<file path="config.mk">
export PLATFORM = sky130hd
export DESIGN_NAME = tea_csr
export DESIGN_NICKNAME = d
export VERILOG_FILES = /design/src/sv/tea_pkg.sv /design/src/sv/tea_csr.sv
export SDC_FILE = /design/constraint.sdc
export NUM_CORES = 1
export LEC_CHECK = 0
export BUFFER_PORTS_ARGS = -buffer_cell sky130_fd_sc_hd__buf_2
export CORE_UTILIZATION = 35
export CTS_BUF_LIST = sky130_fd_sc_hd__clkbuf_8
export DETAILED_ROUTE_END_ITERATION = 10
export PLACE_DENSITY = 0.57
export SYNTH_ARGS = -nofsm -noshare
export SYNTH_HDL_FRONTEND = slang
export SYNTH_SLANG_ARGS = --single-unit
export TNS_END_PERCENT = 5
</file>
<file path="constraint.sdc">
create_clock -name clock -period 1.9 [get_ports clock]
set_input_delay 0.095 -clock clock [delete_from_list [all_inputs] [get_ports clock]]
set_output_delay 0.095 -clock clock [all_outputs]
set_load 0.01 [all_outputs]
</file>
<file path="src/sv/tea_pkg.sv">
`timescale 1ns / 1ps

package tea_pkg;

   // Block and word geometry
   localparam int unsigned WORD_W  = 32;
   localparam int unsigned BLOCK_W = 2 * WORD_W;

   // Default cipher configuration
   localparam int unsigned      TEA_ROUNDS = 32;
   localparam logic [WORD_W-1:0] DEFAULT_DELTA = 32'h9E37_79B9;

   // Mixing function shift amounts
   localparam int unsigned SHIFT_LEFT  = 4;
   localparam int unsigned SHIFT_RIGHT = 5;

   // Key register reset values
   localparam logic [WORD_W-1:0] KEY0_RESET = 32'hA56B_ABCD;
   localparam logic [WORD_W-1:0] KEY1_RESET = 32'h0000_FFFF;
   localparam logic [WORD_W-1:0] KEY2_RESET = 32'h1234_5678;
   localparam logic [WORD_W-1:0] KEY3_RESET = 32'h8765_4321;

   // CSR address width: four 32-bit registers at byte addresses 0, 4, 8, 12
   localparam int unsigned CSR_ADDR_W = 4;
   localparam int unsigned CSR_DATA_W = 32;

   // Item commands
   localparam logic CMD_ENCRYPT = 1'b0;
   localparam logic CMD_DECRYPT = 1'b1;

   typedef struct packed {
      logic [WORD_W-1:0] key_word_zero;
      logic [WORD_W-1:0] key_word_one;
      logic [WORD_W-1:0] key_word_two;
      logic [WORD_W-1:0] key_word_three;
   } tea_key_type;

   // Data handed from one cell to the next
   typedef struct packed {
      logic              valid;
      logic              cmd;
      logic [WORD_W-1:0] hi;
      logic [WORD_W-1:0] lo;
   } tea_stage_type;

endpackage

</file>
<file path="src/sv/tea_csr.sv">
`timescale 1ns / 1ps

module tea_csr (
   input  logic                          clock,
   input  logic                          reset,
   input  logic                          csr_psel,
   input  logic                          csr_penable,
   input  logic                          csr_pwrite,
   input  logic [tea_pkg::CSR_ADDR_W-1:0] csr_paddr,
   input  logic [tea_pkg::CSR_DATA_W-1:0] csr_pwdata,
   output logic [tea_pkg::CSR_DATA_W-1:0] csr_prdata,
   output logic                          csr_pready,
   output tea_pkg::tea_key_type          key
);
   import tea_pkg::*;

   typedef enum logic [1:0] {
      REG_KEY0 = 2'd0,
      REG_KEY1 = 2'd1,
      REG_KEY2 = 2'd2,
      REG_KEY3 = 2'd3
   } csr_index_type;

   tea_key_type   key_ff;
   tea_key_type   key_in;
   csr_index_type reg_sel;
   logic          wr_en;

   // Word index from the byte address
   assign reg_sel    = csr_index_type'(csr_paddr[CSR_ADDR_W-1:2]);
   assign wr_en      = csr_psel & csr_penable & csr_pwrite;
   assign csr_pready = 1'b1;

   // Write decode
   always_comb begin
      key_in = key_ff;
      if (wr_en) begin
         unique case (reg_sel)
            REG_KEY0: key_in.key_word_zero  = csr_pwdata;
            REG_KEY1: key_in.key_word_one   = csr_pwdata;
            REG_KEY2: key_in.key_word_two   = csr_pwdata;
            REG_KEY3: key_in.key_word_three = csr_pwdata;
            default:  key_in = key_ff;
         endcase
      end
   end

   always_ff @(posedge clock) begin
      if (reset) begin
         key_ff.key_word_zero  <= KEY0_RESET;
         key_ff.key_word_one   <= KEY1_RESET;
         key_ff.key_word_two   <= KEY2_RESET;
         key_ff.key_word_three <= KEY3_RESET;
      end else begin
         key_ff <= key_in;
      end
   end

   // Read mux
   always_comb begin
      unique case (reg_sel)
         REG_KEY0: csr_prdata = key_ff.key_word_zero;
         REG_KEY1: csr_prdata = key_ff.key_word_one;
         REG_KEY2: csr_prdata = key_ff.key_word_two;
         REG_KEY3: csr_prdata = key_ff.key_word_three;
         default:  csr_prdata = '0;
      endcase
   end

   assign key = key_ff;

endmodule

</file>
==> metrics.cfg <==
[setup_path]
r2r_setup_slack_ps=1090
crit_required_ps=1800
cp-end-kind=output port
rr_endpoint=key[55]
worstSetupPathType=flop to output port
r2r-start=key[55]
arrival_ps=1420
critical_path_peak_fanout=3
start_kind=flop
ff2ff_path_depth=3

[drt]
wl_met1_um=7460
wl_met2_um=7620
drt_iter0_drc=214
drc=0
antenna_left=0
routed_wl_um=16400
route.met3.wl_um=1050
vias=4894
post_drt_wl_per_cell_um=16.3
dr.pass1.iters=4
vias_per_cell=4.86
top_layer_used=met4

[yosys]
synth_cell_types=24
postSynthNetCount=595
ys_warn_count=0
synth_top_family_by_area=multiplexers
synth_xor_area_share_pct=0
synth-simple-area-share_pct=17.8
ys_ff_latch=128
synth_compound_area_share_pct=3.20
synth.mux.area_fraction_pct=30.5
synth.cell_area_um2=5950
synthAdderAreaFrac_pct=0
postSynthAreaPerCell_um2=10.7
yosysSeqAreaShare_pct=43.1
syn_inst=554

[placed_design]
routabilityCongestion=0.753
dp_hpwl_um=11500
dp_slack_ps=411
portBuffers=198

[worst_hold_path]
worstHoldStart=csr_paddr[2]
holdPathStages=3
min_to=key[63]
hold_class=input port to flop

[outcome]
status=completed

[layout]
largest_reg_flops=128
final_nets=816
diodes=0
regArea_um2=2560
fillers=1573
final_util_pct=47.1
syn_to_final_growth_pct=31.3
multi_input_area_um2=3070
drive_gt1_share_pct=36.1

[sta]
finalMaxSlewViolations=0
setup_viol=0
relSlewSlack_pct=48.6
final.setup.tns_ps=0
max_freq_ghz=0.659
finalHoldViolCount=0
rsz0062_at_grt=no
skew_ps=0
layout_setup_ws_ps=383
max_slew.worst_pin.slew_ps=771
timing.final.crit_share_pct=79.8
period_minus_slack_ps=1520

[grt]
antenna_found_initial=0
grt_pass1_wl_um=26200
grt_start_max_net_pins=53
grt_pass1_vias=4945
grt.overflow.total=0
grtUsageTotal_pct=19.2

[power_and_ir_drop]
leakage_nw=3.52
p_per_area_nw_per_um2=709
vdd_drop_max_uv=368
fin_total_pwr_mw=5.54

[floorplanning]
start_util_pct=35.9
die_area_um2=17500
coreArea_um2=16600
io_pins=202
die_y_um=132
core.rowCount=47
dieWidth_um=132

[clocking]
numClockSinks=128
clk_pin_slew_ps=70
insertion_delay_ps=430
cts_tree=built
clk_path_buf_depth=2
cts_inserted_buffers=17
ctsHtreeMaxLevel=4
ctsRootBufferMaster=clkbuf_8
post_cts_buffers=0

[run]
cap_violations=0

==> synthesized netlist by cell type <==
library cell	n	area share, %
and3_1	1	0.11
and3_2	1	0.13
buf_2	10	0.84
buf_4	5	0.63
buf_6	15	2.8
clkbuf_1	17	1.1
conb_1	1	0.063
dfxtp_1	128	43
mux2i_1	109	18
mux4_2	32	12
nand2b_1	79	8.3
nand3_1	1	0.084
nand3_2	1	0.17
nand3b_4	1	0.34
nand4_1	1	0.11
nor2_1	90	5.7
nor2_2	1	0.11
nor2b_1	19	2.0
nor3_4	1	0.27
nor3b_4	1	0.32
o21ai_0	25	2.1
o21ai_1	13	1.1
or2_1	1	0.11
or3_1	1	0.11
==> metal layers <==
layer / up-vias / GRT usage (%)
met3: 23 / 5.65
li1: 2346 / -
met2: 172 / 31.3
met5: - / 0
met4: 0 / 7.02
met1: 2353 / 24.0
==> kinds of logic (layout without fill, tap and decap cells) <==
logic type	Yosys count	after routing
DFF	128	128
AOI/OAI and AO/OA	38	38
muxes	141	141
other	1	1
buffers and inverters	47	280
and+or+nand+nor	199	199
==> cell usage in the layout (no fill, tap or decap), types with 19 or more instances in the layout <==
master,count
clkbuf_8,22
nor2_1,90
dfxtp_1,128
mux4_2,32
o21ai_0,25
mux2i_1,109
nand2b_1,79
dlygate4sd3_1,32
nor2b_1,19
buf_2,196
==> cell type report <==
| cell class | count | share of cell area, % |
|---|---|---|
| flip-flops and latches | 128 | 32.8 |
| multi-input cells | 379 | 39.3 |
| repair buffers | 249 | 19.6 |
| well taps | 220 | 3.52 |
| clock buffers | 22 | 3.88 |
| clock inverters | 9 | 0.865 |
==> where the power goes <==
| part | total, mW | internal [mW] | switching [mW] |
|---|---|---|---|
| sequential | 2.75 | 2.72 | 0.0284 |
| combinational | 0.619 | 0.308 | 0.311 |
| clock | 2.17 | 1.17 | 0.996 |
==> critical path, stage by stage, from the launching register on <==
cell and delay, ps:
dfxtp_1 340, mux4_2 490, buf_2 160
==> timing repair <==
action / CTS / global route
hold endpoints to repair: 125 / 0
hold buffers: 32 / 0
gates resized for setup: 0 / 0
==> how the worst max path moves through the flow <==
stage | start | to | depth (start not counted)
floorplan | csr_paddr[3] | csr_prdata[21] | 3
global placement | csr_paddr[3] | key[121] | 4
detailed placement | csr_paddr[2] | key[61] | 3
CTS | key[13] | csr_prdata[13] | 2
global route | key[13] | csr_prdata[13] | 2
finish | key[23] | csr_prdata[23] | 2
==> through the flow <==
stage                     hold WS [ps]  cell area (um^2)  cells
after floorplan                    240              5950    554
after global placement             366              7120    944
after detailed placement           372              7120    944
after CTS                          130              7810   1007
after global routing               143              7810   1007
final                              163              7810   1007
(Power assumes the default switching activity.)
