[src/sv/tea_pkg.sv]
`timescale 1ns / 1ps

package tea_pkg;

   // Block and word geometry
   localparam int unsigned WORD_W  = 32;
   localparam int unsigned BLOCK_W = 2 * WORD_W;

   // Default cipher configuration
   localparam int unsigned      TEA_ROUNDS = 32;
   localparam logic [WORD_W-1:0] DEFAULT_DELTA = 32'h9E37_79B9;

   // Mixing function shift amounts
   localparam int unsigned SHIFT_LEFT  = 4;
   localparam int unsigned SHIFT_RIGHT = 5;

   // Key register reset values
   localparam logic [WORD_W-1:0] KEY0_RESET = 32'hA56B_ABCD;
   localparam logic [WORD_W-1:0] KEY1_RESET = 32'h0000_FFFF;
   localparam logic [WORD_W-1:0] KEY2_RESET = 32'h1234_5678;
   localparam logic [WORD_W-1:0] KEY3_RESET = 32'h8765_4321;

   // CSR address width: four 32-bit registers at byte addresses 0, 4, 8, 12
   localparam int unsigned CSR_ADDR_W = 4;
   localparam int unsigned CSR_DATA_W = 32;

   // Item commands
   localparam logic CMD_ENCRYPT = 1'b0;
   localparam logic CMD_DECRYPT = 1'b1;

   typedef struct packed {
      logic [WORD_W-1:0] key_word_zero;
      logic [WORD_W-1:0] key_word_one;
      logic [WORD_W-1:0] key_word_two;
      logic [WORD_W-1:0] key_word_three;
   } tea_key_type;

   // Data handed from one cell to the next
   typedef struct packed {
      logic              valid;
      logic              cmd;
      logic [WORD_W-1:0] hi;
      logic [WORD_W-1:0] lo;
   } tea_stage_type;

endpackage

[src/sv/tea_cell.sv]
`timescale 1ns / 1ps

// One half-round of the Feistel network. Even cells update one half, odd
// cells the other; which half depends on the item's direction.
module tea_cell #(
   parameter int unsigned ROUNDS      = tea_pkg::TEA_ROUNDS,
   parameter logic [31:0] ROUND_DELTA = tea_pkg::DEFAULT_DELTA,
   parameter int unsigned CELL_IDX    = 0
) (
   input  logic                   clock,
   input  logic                   reset,
   input  logic                   enable,
   input  tea_pkg::tea_key_type   key,
   input  tea_pkg::tea_stage_type stage_in,
   output tea_pkg::tea_stage_type stage_out
);
   import tea_pkg::*;

   localparam int unsigned ROUND_IDX   = CELL_IDX / 2;
   localparam logic        SECOND_HALF = 1'(CELL_IDX % 2);
   // Round sums: delta*(r+1) going forward, delta*(ROUNDS-r) going back
   localparam logic [WORD_W-1:0] ENC_SUM =
      WORD_W'(64'(ROUND_DELTA) * 64'(ROUND_IDX + 1));
   localparam logic [WORD_W-1:0] DEC_SUM =
      WORD_W'(64'(ROUND_DELTA) * 64'(ROUNDS - ROUND_IDX));

   logic              valid_ff;
   logic              cmd_ff;
   logic [WORD_W-1:0] hi_ff;
   logic [WORD_W-1:0] lo_ff;

   logic              update_hi;
   logic [WORD_W-1:0] src_word;
   logic [WORD_W-1:0] dst_word;
   logic [WORD_W-1:0] key_a;
   logic [WORD_W-1:0] key_b;
   logic [WORD_W-1:0] round_sum;
   logic [WORD_W-1:0] mix_word;
   logic [WORD_W-1:0] new_word;
   logic [WORD_W-1:0] hi_in;
   logic [WORD_W-1:0] lo_in;

   // Half selection: encrypt does hi then lo, decrypt lo then hi
   always_comb begin
      update_hi = (stage_in.cmd == SECOND_HALF);
      src_word  = update_hi ? stage_in.lo : stage_in.hi;
      dst_word  = update_hi ? stage_in.hi : stage_in.lo;
      key_a     = update_hi ? key.key_word_zero : key.key_word_two;
      key_b     = update_hi ? key.key_word_one  : key.key_word_three;
      round_sum = (stage_in.cmd == CMD_DECRYPT) ? DEC_SUM : ENC_SUM;
   end

   // Keyed mix and add/subtract into the target half
   always_comb begin
      mix_word = ((src_word << SHIFT_LEFT) + key_a)
               ^ (src_word + round_sum)
               ^ ((src_word >> SHIFT_RIGHT) + key_b);
      new_word = (stage_in.cmd == CMD_DECRYPT) ? (dst_word - mix_word)
                                               : (dst_word + mix_word);
      hi_in    = update_hi ? new_word : stage_in.hi;
      lo_in    = update_hi ? stage_in.lo : new_word;
   end

   always_ff @(posedge clock) begin
      if (reset) begin
         valid_ff <= 1'b0;
      end else if (enable) begin
         valid_ff <= stage_in.valid;
      end
   end

   always_ff @(posedge clock) begin
      if (enable) begin
         cmd_ff <= stage_in.cmd;
         hi_ff  <= hi_in;
         lo_ff  <= lo_in;
      end
   end

   assign stage_out.valid = valid_ff;
   assign stage_out.cmd   = cmd_ff;
   assign stage_out.hi    = hi_ff;
   assign stage_out.lo    = lo_ff;

endmodule

[config.mk]
export PLATFORM = sky130hd
export DESIGN_NAME = tea_cell
export DESIGN_NICKNAME = d
export VERILOG_FILES = /design/src/sv/tea_pkg.sv /design/src/sv/tea_cell.sv
export SDC_FILE = /design/constraint.sdc
export NUM_CORES = 1
export LEC_CHECK = 0
export CAP_MARGIN = 20
export CORE_UTILIZATION = 50
export DETAILED_ROUTE_END_ITERATION = 7
export DONT_BUFFER_PORTS = 1
export PLACE_DENSITY_LB_ADDON = 0.25
export SLEW_MARGIN = 20
export SYNTH_ARGS = -nofsm -noshare
export SYNTH_HDL_FRONTEND = slang
export SYNTH_SLANG_ARGS = --single-unit
[constraint.sdc]
create_clock -name clock -period 10.7 [get_ports clock]
set_input_delay 2.14 -clock clock [delete_from_list [all_inputs] [get_ports clock]]
set_output_delay 2.14 -clock clock [all_outputs]
set_load 0.01 [all_outputs]
==> reports/summary.log, run 1 <==
INFO  setup_path     critPathCaptureType=flip-flop
INFO  global_route   antenna_found_initial=0
INFO  clocking       ctsHtreeMaxLevel=3
INFO  setup_path     setup.worst_path.start_class=input port
INFO  sta            maxClockFrequency=119MHz
INFO  setup_path     cp_slowest_stage_delay=0.52ns
INFO  drt            wl=30000µm
INFO  sta            fin_worst_hold_slack=0.557ns
INFO  clocking       numCtsBuffers=9
INFO  clocking       cts_tree=built
INFO  die            die_w=148µm
INFO  placed_design  portBuffers=0
INFO  synthesis      postSynthRegisterBits=66
INFO  synthesis      syn-mean-instance-area=8.45µm²
INFO  clocking       tritoncts_num_sinks=66
INFO  placed_design  pre_cts_ws=2.07ns
INFO  synthesis      synth_top_area_cell=sky130_fd_sc_hd__edfxtp_1
INFO  drt            avgRoutedWirePerCell=19.7µm
INFO  global_route   wire_length_of_the_first_global_routing_pass=45600µm
INFO  clocking       clk_path_buf_depth=2
INFO  drt            via_count=9249
INFO  sta            max_slew_margin=0.536
INFO  setup_path     cp_slowest_cell=sky130_fd_sc_hd__buf_4
INFO  worst_hold_path worstHoldPathType=reg2reg
INFO  pwr            standby_leakage_power=4.52nW
INFO  synthesis      synth_most_common_cell=sky130_fd_sc_hd__nand2_1
INFO  outcome        outcome=finished clean
INFO  placed_design  gpl.final_weighted_congestion=0.913
INFO  sta            worst-slew-pin-transition=0.688ns
INFO  global_route   first_global_vias=8088
INFO  synthesis      postSynthCellCount=1267
INFO  synthesis      synth_top_flop_cell=sky130_fd_sc_hd__edfxtp_1
INFO  synthesis      netlist_top_cells_area=sky130_fd_sc_hd__edfxtp_1 18%, sky130_fd_sc_hd__xnor2_1 13%, sky130_fd_sc_hd__ha_1 11%
INFO  synthesis      netlist_area_before_placement=10700µm²
INFO  pwr            totalPowerFinal=2.72mW
INFO  pwr            vdd_ir_drop_max=90.2µV
INFO  drt            post_route_ant_nets=0
INFO  setup_path     crit_fanout=263
INFO  drt            avgViaCountPerCell=6.08
INFO  synthesis      synth.top_cells.by_count=176 x sky130_fd_sc_hd__nand2_1, 156 x sky130_fd_sc_hd__xnor2_1, 110 x sky130_fd_sc_hd__a21oi_1
INFO  sta            final_period_utilization=0.784
INFO  drt            drt_pre_antenna_iters=8
INFO  synthesis      sequential_fraction_of_the_synthesis_area=0.184
INFO  die            fp-row-count=53
INFO  pwr            cellPowerDensity=245nW/µm²
INFO  pwr            internal_power=1.46mW
INFO  global_route   grt_max_degree=264
INFO  pwr            clock_power_share=0.095
INFO  die            die_height=148µm
INFO  setup_path     crit_type=in2reg
INFO  synthesis      synth_enable_flop_cells=65
INFO  pwr            seq_power_share=0.208
INFO  setup_path     timing.critical_path.max_delay_family=compound AO/OA/AOI/OAI gates
INFO  finish         fraction_of_layout_instances_using_a_drive_strength_above_1=0.120
INFO  die            initial_utilization=0.509
INFO  pwr            netSwitchingPower=1.26mW
INFO  sta            timing.final.setup_violations=0
INFO  pwr            power.switching_fraction=0.464
INFO  setup_path     buffering_stage_count_on_the_worst_path_with_inverters_included=2
INFO  die            placeableCoreArea=21000µm²
INFO  clocking       post-cts-setup-buffer-count=0
INFO  sta            minimum_setup_slack_in_the_final_design=2.32ns
INFO  synthesis      synth.lib_cells_used.distinct=92
INFO  run            max_cap_viol_count=0
INFO  synthesis      yosys_warning_total=0
INFO  drt            drt_first_iter_violations=765
INFO  finish         n_fill_cell=1976
INFO  clocking       cts_hold_buf=0
INFO  die            die_area=22000µm²
INFO  synthesis      yosys.area.top_type_share=0.182
INFO  finish         final_nets=1532
INFO  global_route   grtUsageTotal=0.268
INFO  sta            max_slew_violation_count=0
INFO  clocking       clkTransAtPathRegs=0.05ns
INFO  sta            timing.clock.skew=0ns
INFO  global_route   grt_remaining_overflow=0
INFO  synthesis      synth_async_sr_flop_share=0
INFO  setup_path     timing.critical_path.arrival=8.45ns
INFO  die            ioPinCount=263
INFO  sta            finalHoldViolCount=0
INFO  sta            grt_setup_unrepaired=no
INFO  clocking       clkLatencyLatePin=0.32ns
INFO  finish         final_core_util=0.528
INFO  finish         antenna_cells=0
INFO  sta            post-route-min-period=8.38ns
INFO  sta            setup_tns=0ns
INFO  synthesis      mappedNetlistNets=1559
INFO  placed_design  detailedPlacementHpwl=24500µm
INFO  clocking       post_cts.resized_instances=0
INFO  setup_path     critical_path_required=10.77ns
INFO  finish         area.growth.synth_to_final=3.80%
INFO  pwr            combinationalPowerShare=0.698
INFO  clocking       clk_root_buffer_cell=sky130_fd_sc_hd__clkbuf_16
INFO  drt            drc=0
## worst register-to-register path, cell delays in order, from the launching register on
cell and delay, ns:
sky130_fd_sc_hd__dfxtp_1 0.34, sky130_fd_sc_hd__mux2i_1 0.13, sky130_fd_sc_hd__nor2_1 0.05
## placed cells by master (no fill, tap or decap), types with 4 or more instances in the layout
| master | count |
|---|---|
| sky130_fd_sc_hd__inv_1 | 32 |
| sky130_fd_sc_hd__xnor3_1 | 6 |
| sky130_fd_sc_hd__nand3_1 | 19 |
| sky130_fd_sc_hd__nor3b_1 | 4 |
| sky130_fd_sc_hd__o21ai_1 | 12 |
| sky130_fd_sc_hd__or3_1 | 6 |
| sky130_fd_sc_hd__or2_2 | 5 |
| sky130_fd_sc_hd__mux2_2 | 92 |
| sky130_fd_sc_hd__ha_1 | 92 |
| sky130_fd_sc_hd__a21bo_2 | 4 |
| sky130_fd_sc_hd__a211oi_1 | 11 |
| sky130_fd_sc_hd__nand4_1 | 5 |
| sky130_fd_sc_hd__nor4_1 | 4 |
| sky130_fd_sc_hd__nand2b_1 | 19 |
| sky130_fd_sc_hd__o211ai_1 | 6 |
| sky130_fd_sc_hd__nor2_1 | 66 |
| sky130_fd_sc_hd__xor2_1 | 44 |
| sky130_fd_sc_hd__and4_1 | 5 |
| sky130_fd_sc_hd__a41oi_1 | 4 |
| sky130_fd_sc_hd__o21a_1 | 12 |
| sky130_fd_sc_hd__xnor2_1 | 156 |
| sky130_fd_sc_hd__a21oi_1 | 110 |
| sky130_fd_sc_hd__o21bai_1 | 15 |
| sky130_fd_sc_hd__nor3_1 | 11 |
| sky130_fd_sc_hd__o31ai_1 | 5 |
| sky130_fd_sc_hd__clkbuf_16 | 9 |
| sky130_fd_sc_hd__edfxtp_1 | 65 |
| sky130_fd_sc_hd__and2_1 | 10 |
| sky130_fd_sc_hd__nand2_1 | 176 |
| sky130_fd_sc_hd__a221oi_1 | 4 |
| sky130_fd_sc_hd__o21ai_0 | 72 |
| sky130_fd_sc_hd__a21o_1 | 50 |
| sky130_fd_sc_hd__nor2b_1 | 10 |
| sky130_fd_sc_hd__a31oi_1 | 9 |
| sky130_fd_sc_hd__a21boi_0 | 4 |
| sky130_fd_sc_hd__and3_1 | 7 |
## per-stage QoR
step | std cells | instance area [µm²]
2_1_floorplan | 1267 | 10700
3_3_place_gp | 1504 | 10800
3_5_place_dp | 1504 | 10800
4_1_cts | 1520 | 11100
5_1_grt | 1520 | 11100
6_report | 1520 | 11100
## sequential cells by signal, indices dropped and copies added, names as in the netlist
name,flops
valid_ff,1
hi_ff,32
lo_ff,32
cmd_ff,1
## kinds of logic (layout without fill, tap and decap cells)
group / count (synthesis) / in the layout / synth area share
AO/OA/AOI/OAI: 362 / 362 / 0.224
flip-flops: 66 / 66 / 0.184
buffers and inverters: 73 / 51 / 0.0318
multiplexers: 95 / 95 / 0.0996
adder cells (fa/ha/maj): 95 / 95 / 0.113
AND/OR/NAND/NOR: 367 / 367 / 0.166
XOR/XNOR: 209 / 209 / 0.181
## path summary, 6_finish.rpt
| kind | from | to | slack (ns) | cells past startpoint |
|---|---|---|---|---|
| worst max-delay path | stage_in[64] | hi_ff[31]$_DFFE_PP_ | 2.32 | 30 |
| worst min-delay path | valid_ff$_SDFFE_PP0P_ | valid_ff$_SDFFE_PP0P_ | 0.56 | 2 |
| worst max register to register | valid_ff$_SDFFE_PP0P_ | valid_ff$_SDFFE_PP0P_ | 10.08 | 2 |
| worst min register to register | valid_ff$_SDFFE_PP0P_ | valid_ff$_SDFFE_PP0P_ | 0.56 | 2 |
## area by class of cell
type                    count  area [µm²]  area share
multi-input cells        1128        8390       0.755
flip-flops and latches     66        1970       0.178
well taps                 275         344      0.0310
clock buffers              11         233      0.0210
inverters                  33         124      0.0112
clock inverters             5        31.3     0.00282
repair buffers              2        15.0     0.00135
## per-layer routing
layer | wire (µm) | vias up | track usage | share of wire
li1 | - | 4551 | - | -
met1 | 15400 | 4259 | 0.438 | 0.51
met2 | 11900 | 411 | 0.368 | 0.40
met3 | 2290 | 28 | 0.0294 | 0.076
met4 | 388 | 0 | 0.0495 | 0.013
met5 | 0 | - | 0 | 0
## power groups by stage
stage	logic (mW)	clock network, mW	registers, mW
detailed placement	1.86	0	0.575
global placement	1.85	0	0.569
floorplan	1.54	0	0.553
finish	1.90	0.257	0.565
CTS	1.87	0.261	0.569
global route	2.10	0.271	0.579
(Power assumes the default switching activity.)
==> run 2, diff against run 1 <==
clock period = 8.2 ns   (was 10.7 ns; I/O delays follow)
==> run 2 against run 1 <==
Sequential cell count unchanged. First-iteration DRC count increased by 3.3%. Via count increased by 0.81%. Sequential share of layout area decreased by 0.18 points. Register-to-register slack got worse by 2.5 ns. Non-clock buffer count increased by 3. Clock power increased by 42%.
==> reports/summary.log, run 2 (synthesis results as in run 1) <==
INFO  drt            via_count=9324 [+0.81%]
INFO  sta            final_period_utilization=0.938
INFO  pwr            combinationalPowerShare=0.697 [about the same]
INFO  drt            avgRoutedWirePerCell=19.7µm [-0.21%]
INFO  sta            post-route-min-period=7.69ns
INFO  drt            post_route_ant_nets=0 [unchanged]
INFO  clocking       post-cts-setup-buffer-count=0 [unchanged]
INFO  run            max_cap_viol_count=0 [unchanged]
INFO  sta            worst-slew-pin-transition=0.656ns [-0.0317 ns]
INFO  setup_path     cp_slowest_stage_delay=0.59ns [+0.07 ns]
INFO  clocking       tritoncts_num_sinks=66 [unchanged]
INFO  drt            drc=0 [unchanged]
INFO  finish         fraction_of_layout_instances_using_a_drive_strength_above_1=0.131 [+0.0109]
INFO  setup_path     critical_path_required=8.25ns [-2.52 ns]
INFO  die            die_area=22000µm² [unchanged]
INFO  setup_path     timing.critical_path.arrival=7.75ns [-0.70 ns]
INFO  drt            wl=30000µm [about the same]
INFO  setup_path     critPathCaptureType=flip-flop
INFO  finish         final_nets=1535 [+0.20%]
INFO  outcome        outcome=finished clean
INFO  clocking       ctsHtreeMaxLevel=3 [unchanged]
INFO  pwr            vdd_ir_drop_max=134µV [+49%]
INFO  sta            timing.clock.skew=0ns [unchanged]
INFO  setup_path     r2r_cells=2 [unchanged]
INFO  finish         area.growth.synth_to_final=4.84%
INFO  clocking       clkTransAtPathRegs=0.05ns [about the same]
INFO  pwr            clock_power_share=0.101 [+0.006]
INFO  setup_path     cp_slowest_cell=sky130_fd_sc_hd__a21boi_0
INFO  placed_design  detailed_place.area=10900µm² [+0.81%]
INFO  sta            maxClockFrequency=130MHz
INFO  setup_path     cp_common_cell=sky130_fd_sc_hd__xnor2_1
INFO  finish         multiInputGateArea=8450µm² [+0.78%]
INFO  clocking       cts_hold_buf=0 [unchanged]
INFO  pwr            cellPowerDensity=324nW/µm² [+32%]
INFO  die            die_w=148µm [unchanged]
INFO  pwr            power.switching_fraction=0.463 [-0.00110]
INFO  finish         n_fill_cell=1960 [-0.81%]
INFO  clocking       numCtsBuffers=9 [unchanged]
INFO  global_route   grt_remaining_overflow=0 [unchanged]
INFO  sta            timing.final.setup_violations=0 [unchanged]
INFO  setup_path     reg_to_reg_endpoint=valid_ff$_SDFFE_PP0P_
INFO  finish         fin_cells=1523 [+0.20%]
INFO  clocking       clkLatencyLatePin=0.32ns [about the same]
INFO  global_route   grt_max_degree=264 [unchanged]
INFO  global_route   wire_length_of_the_first_global_routing_pass=45000µm [-1.3%]
INFO  worst_hold_path worstHoldPathType=reg2reg
INFO  sta            max_slew_violation_count=0 [unchanged]
INFO  setup_path     crit_type=in2reg
INFO  finish         final_area=11200µm² [+1.0%]
INFO  drt            avgViaCountPerCell=6.12 [+0.61%]
INFO  drt            drt_pre_antenna_iters=5 [-3]
INFO  die            fp-row-count=53 [unchanged]
INFO  setup_path     r2r_setup_slack=7.58ns [-2.50 ns]
INFO  setup_path     cp-endpoint=hi_ff[31]$_DFFE_PP_
INFO  clocking       clk_root_buffer_cell=sky130_fd_sc_hd__clkbuf_16
INFO  die            ioPinCount=263 [unchanged]
INFO  die            placeableCoreArea=21000µm² [unchanged]
INFO  setup_path     setup.worst_path.start=stage_in[64]
INFO  finish         mostFrequentLayoutCells=176 x sky130_fd_sc_hd__nand2_1, 155 x sky130_fd_sc_hd__xnor2_1, 110 x sky130_fd_sc_hd__a21oi_1
INFO  finish         reg_top3=hi_ff: 32 flops, lo_ff: 32 flops
INFO  clocking       cts_tree=built
INFO  die            initial_utilization=0.509 [unchanged]
INFO  setup_path     setup.worst_path.start_class=input port
INFO  clocking       post_cts.resized_instances=0 [unchanged]
INFO  pwr            seq_power_share=0.203 [-0.005]
INFO  global_route   first_global_vias=8256 [+2.1%]
INFO  pwr            netSwitchingPower=1.69mW [+33%]
INFO  finish         antenna_cells=0 [unchanged]
INFO  drt            drt_first_iter_violations=790 [+3.3%]
INFO  placed_design  dpl.cell_count=1507 [+0.20%]
INFO  sta            setup_tns=0ns [unchanged]
INFO  placed_design  portBuffers=0 [unchanged]
INFO  placed_design  gpl.final_weighted_congestion=0.921 [+0.85%]
INFO  sta            grt_setup_unrepaired=no
INFO  sta            max_slew_margin=0.559 [+0.0232]
INFO  setup_path     worstReg2RegStart=valid_ff$_SDFFE_PP0P_
INFO  finish         mostFrequentLayoutCell=sky130_fd_sc_hd__nand2_1
INFO  placed_design  detailedPlacementHpwl=24500µm [about the same]
INFO  clocking       clk_path_buf_depth=2 [unchanged]
INFO  global_route   antenna_found_initial=0 [unchanged]
INFO  pwr            standby_leakage_power=4.54nW [+0.65%]
INFO  finish         seqCellArea=1970µm² [unchanged]
INFO  pwr            internal_power=1.95mW [+34%]
INFO  global_route   grtUsageTotal=0.262 [-0.00522]
INFO  die            die_height=148µm [unchanged]
INFO  pwr            totalPowerFinal=3.64mW [+34%]
INFO  setup_path     crit_fanout=263 [unchanged]
INFO  sta            finalHoldViolCount=0 [unchanged]
==> run 2: worst max-delay path: cells and delay by family <==
family	cells	cell delay, ns
AOI/OAI and AO/OA	8	1.97
xor gates and xnor gates	9	1.80
adders and majority gates	2	0.79
buffers and inverters	1	0.29
and+or+nand+nor	6	1.02
==> run 2: power groups by stage <==
stage | Sequential (mW) | Clock, mW | Combinational [mW]
after global routing | 0.755 | 0.385 | 2.78
after floorplan | 0.722 | 0 | 2.06
final | 0.738 | 0.366 | 2.53
after detailed placement | 0.750 | 0 | 2.48
after global placement | 0.742 | 0 | 2.45
after CTS | 0.743 | 0.373 | 2.50
==> run 2: stage by stage <==
| step | worst slack (ns) | utilization | hold slack (ns) |
|---|---|---|---|
| 3_5_place_dp | 0.540 | 0.520 | 0.548 |
| 6_report | 0.506 | 0.534 | 0.555 |
| 4_1_cts | 0.894 | 0.534 | 0.555 |
| 5_1_grt | 0.290 | 0.534 | 0.586 |
| 2_1_floorplan | 0.000369 | - | 0.462 |
| 3_3_place_gp | 0.763 | 0.520 | 0.544 |
==> run 2: worst min path at each step <==
stage / cells past startpoint / start / end
6_report: 2 / valid_ff$_SDFFE_PP0P_ / valid_ff$_SDFFE_PP0P_
5_1_grt: 2 / valid_ff$_SDFFE_PP0P_ / valid_ff$_SDFFE_PP0P_
4_1_cts: 2 / valid_ff$_SDFFE_PP0P_ / valid_ff$_SDFFE_PP0P_
3_5_place_dp: 2 / valid_ff$_SDFFE_PP0P_ / valid_ff$_SDFFE_PP0P_
3_3_place_gp: 2 / valid_ff$_SDFFE_PP0P_ / valid_ff$_SDFFE_PP0P_
2_1_floorplan: 2 / valid_ff$_SDFFE_PP0P_ / valid_ff$_SDFFE_PP0P_
==> run 2: layer usage <==
| metal | wire (µm) | track usage |
|---|---|---|
| met5 | 0 | 0 |
| met1 | 15000 | 0.415 |
| met4 | 369 | 0.0572 |
| met3 | 2330 | 0.0255 |
| met2 | 12200 | 0.376 |
==> run 2: area by class of cell <==
cell class	instances	area share
timing repair buffer	5	0.00335
sequential	66	0.176
multi-input combinational	1128	0.754
clock inverter	5	0.00491
tap	275	0.0307
inverter	33	0.0110
clock buffer	11	0.0207
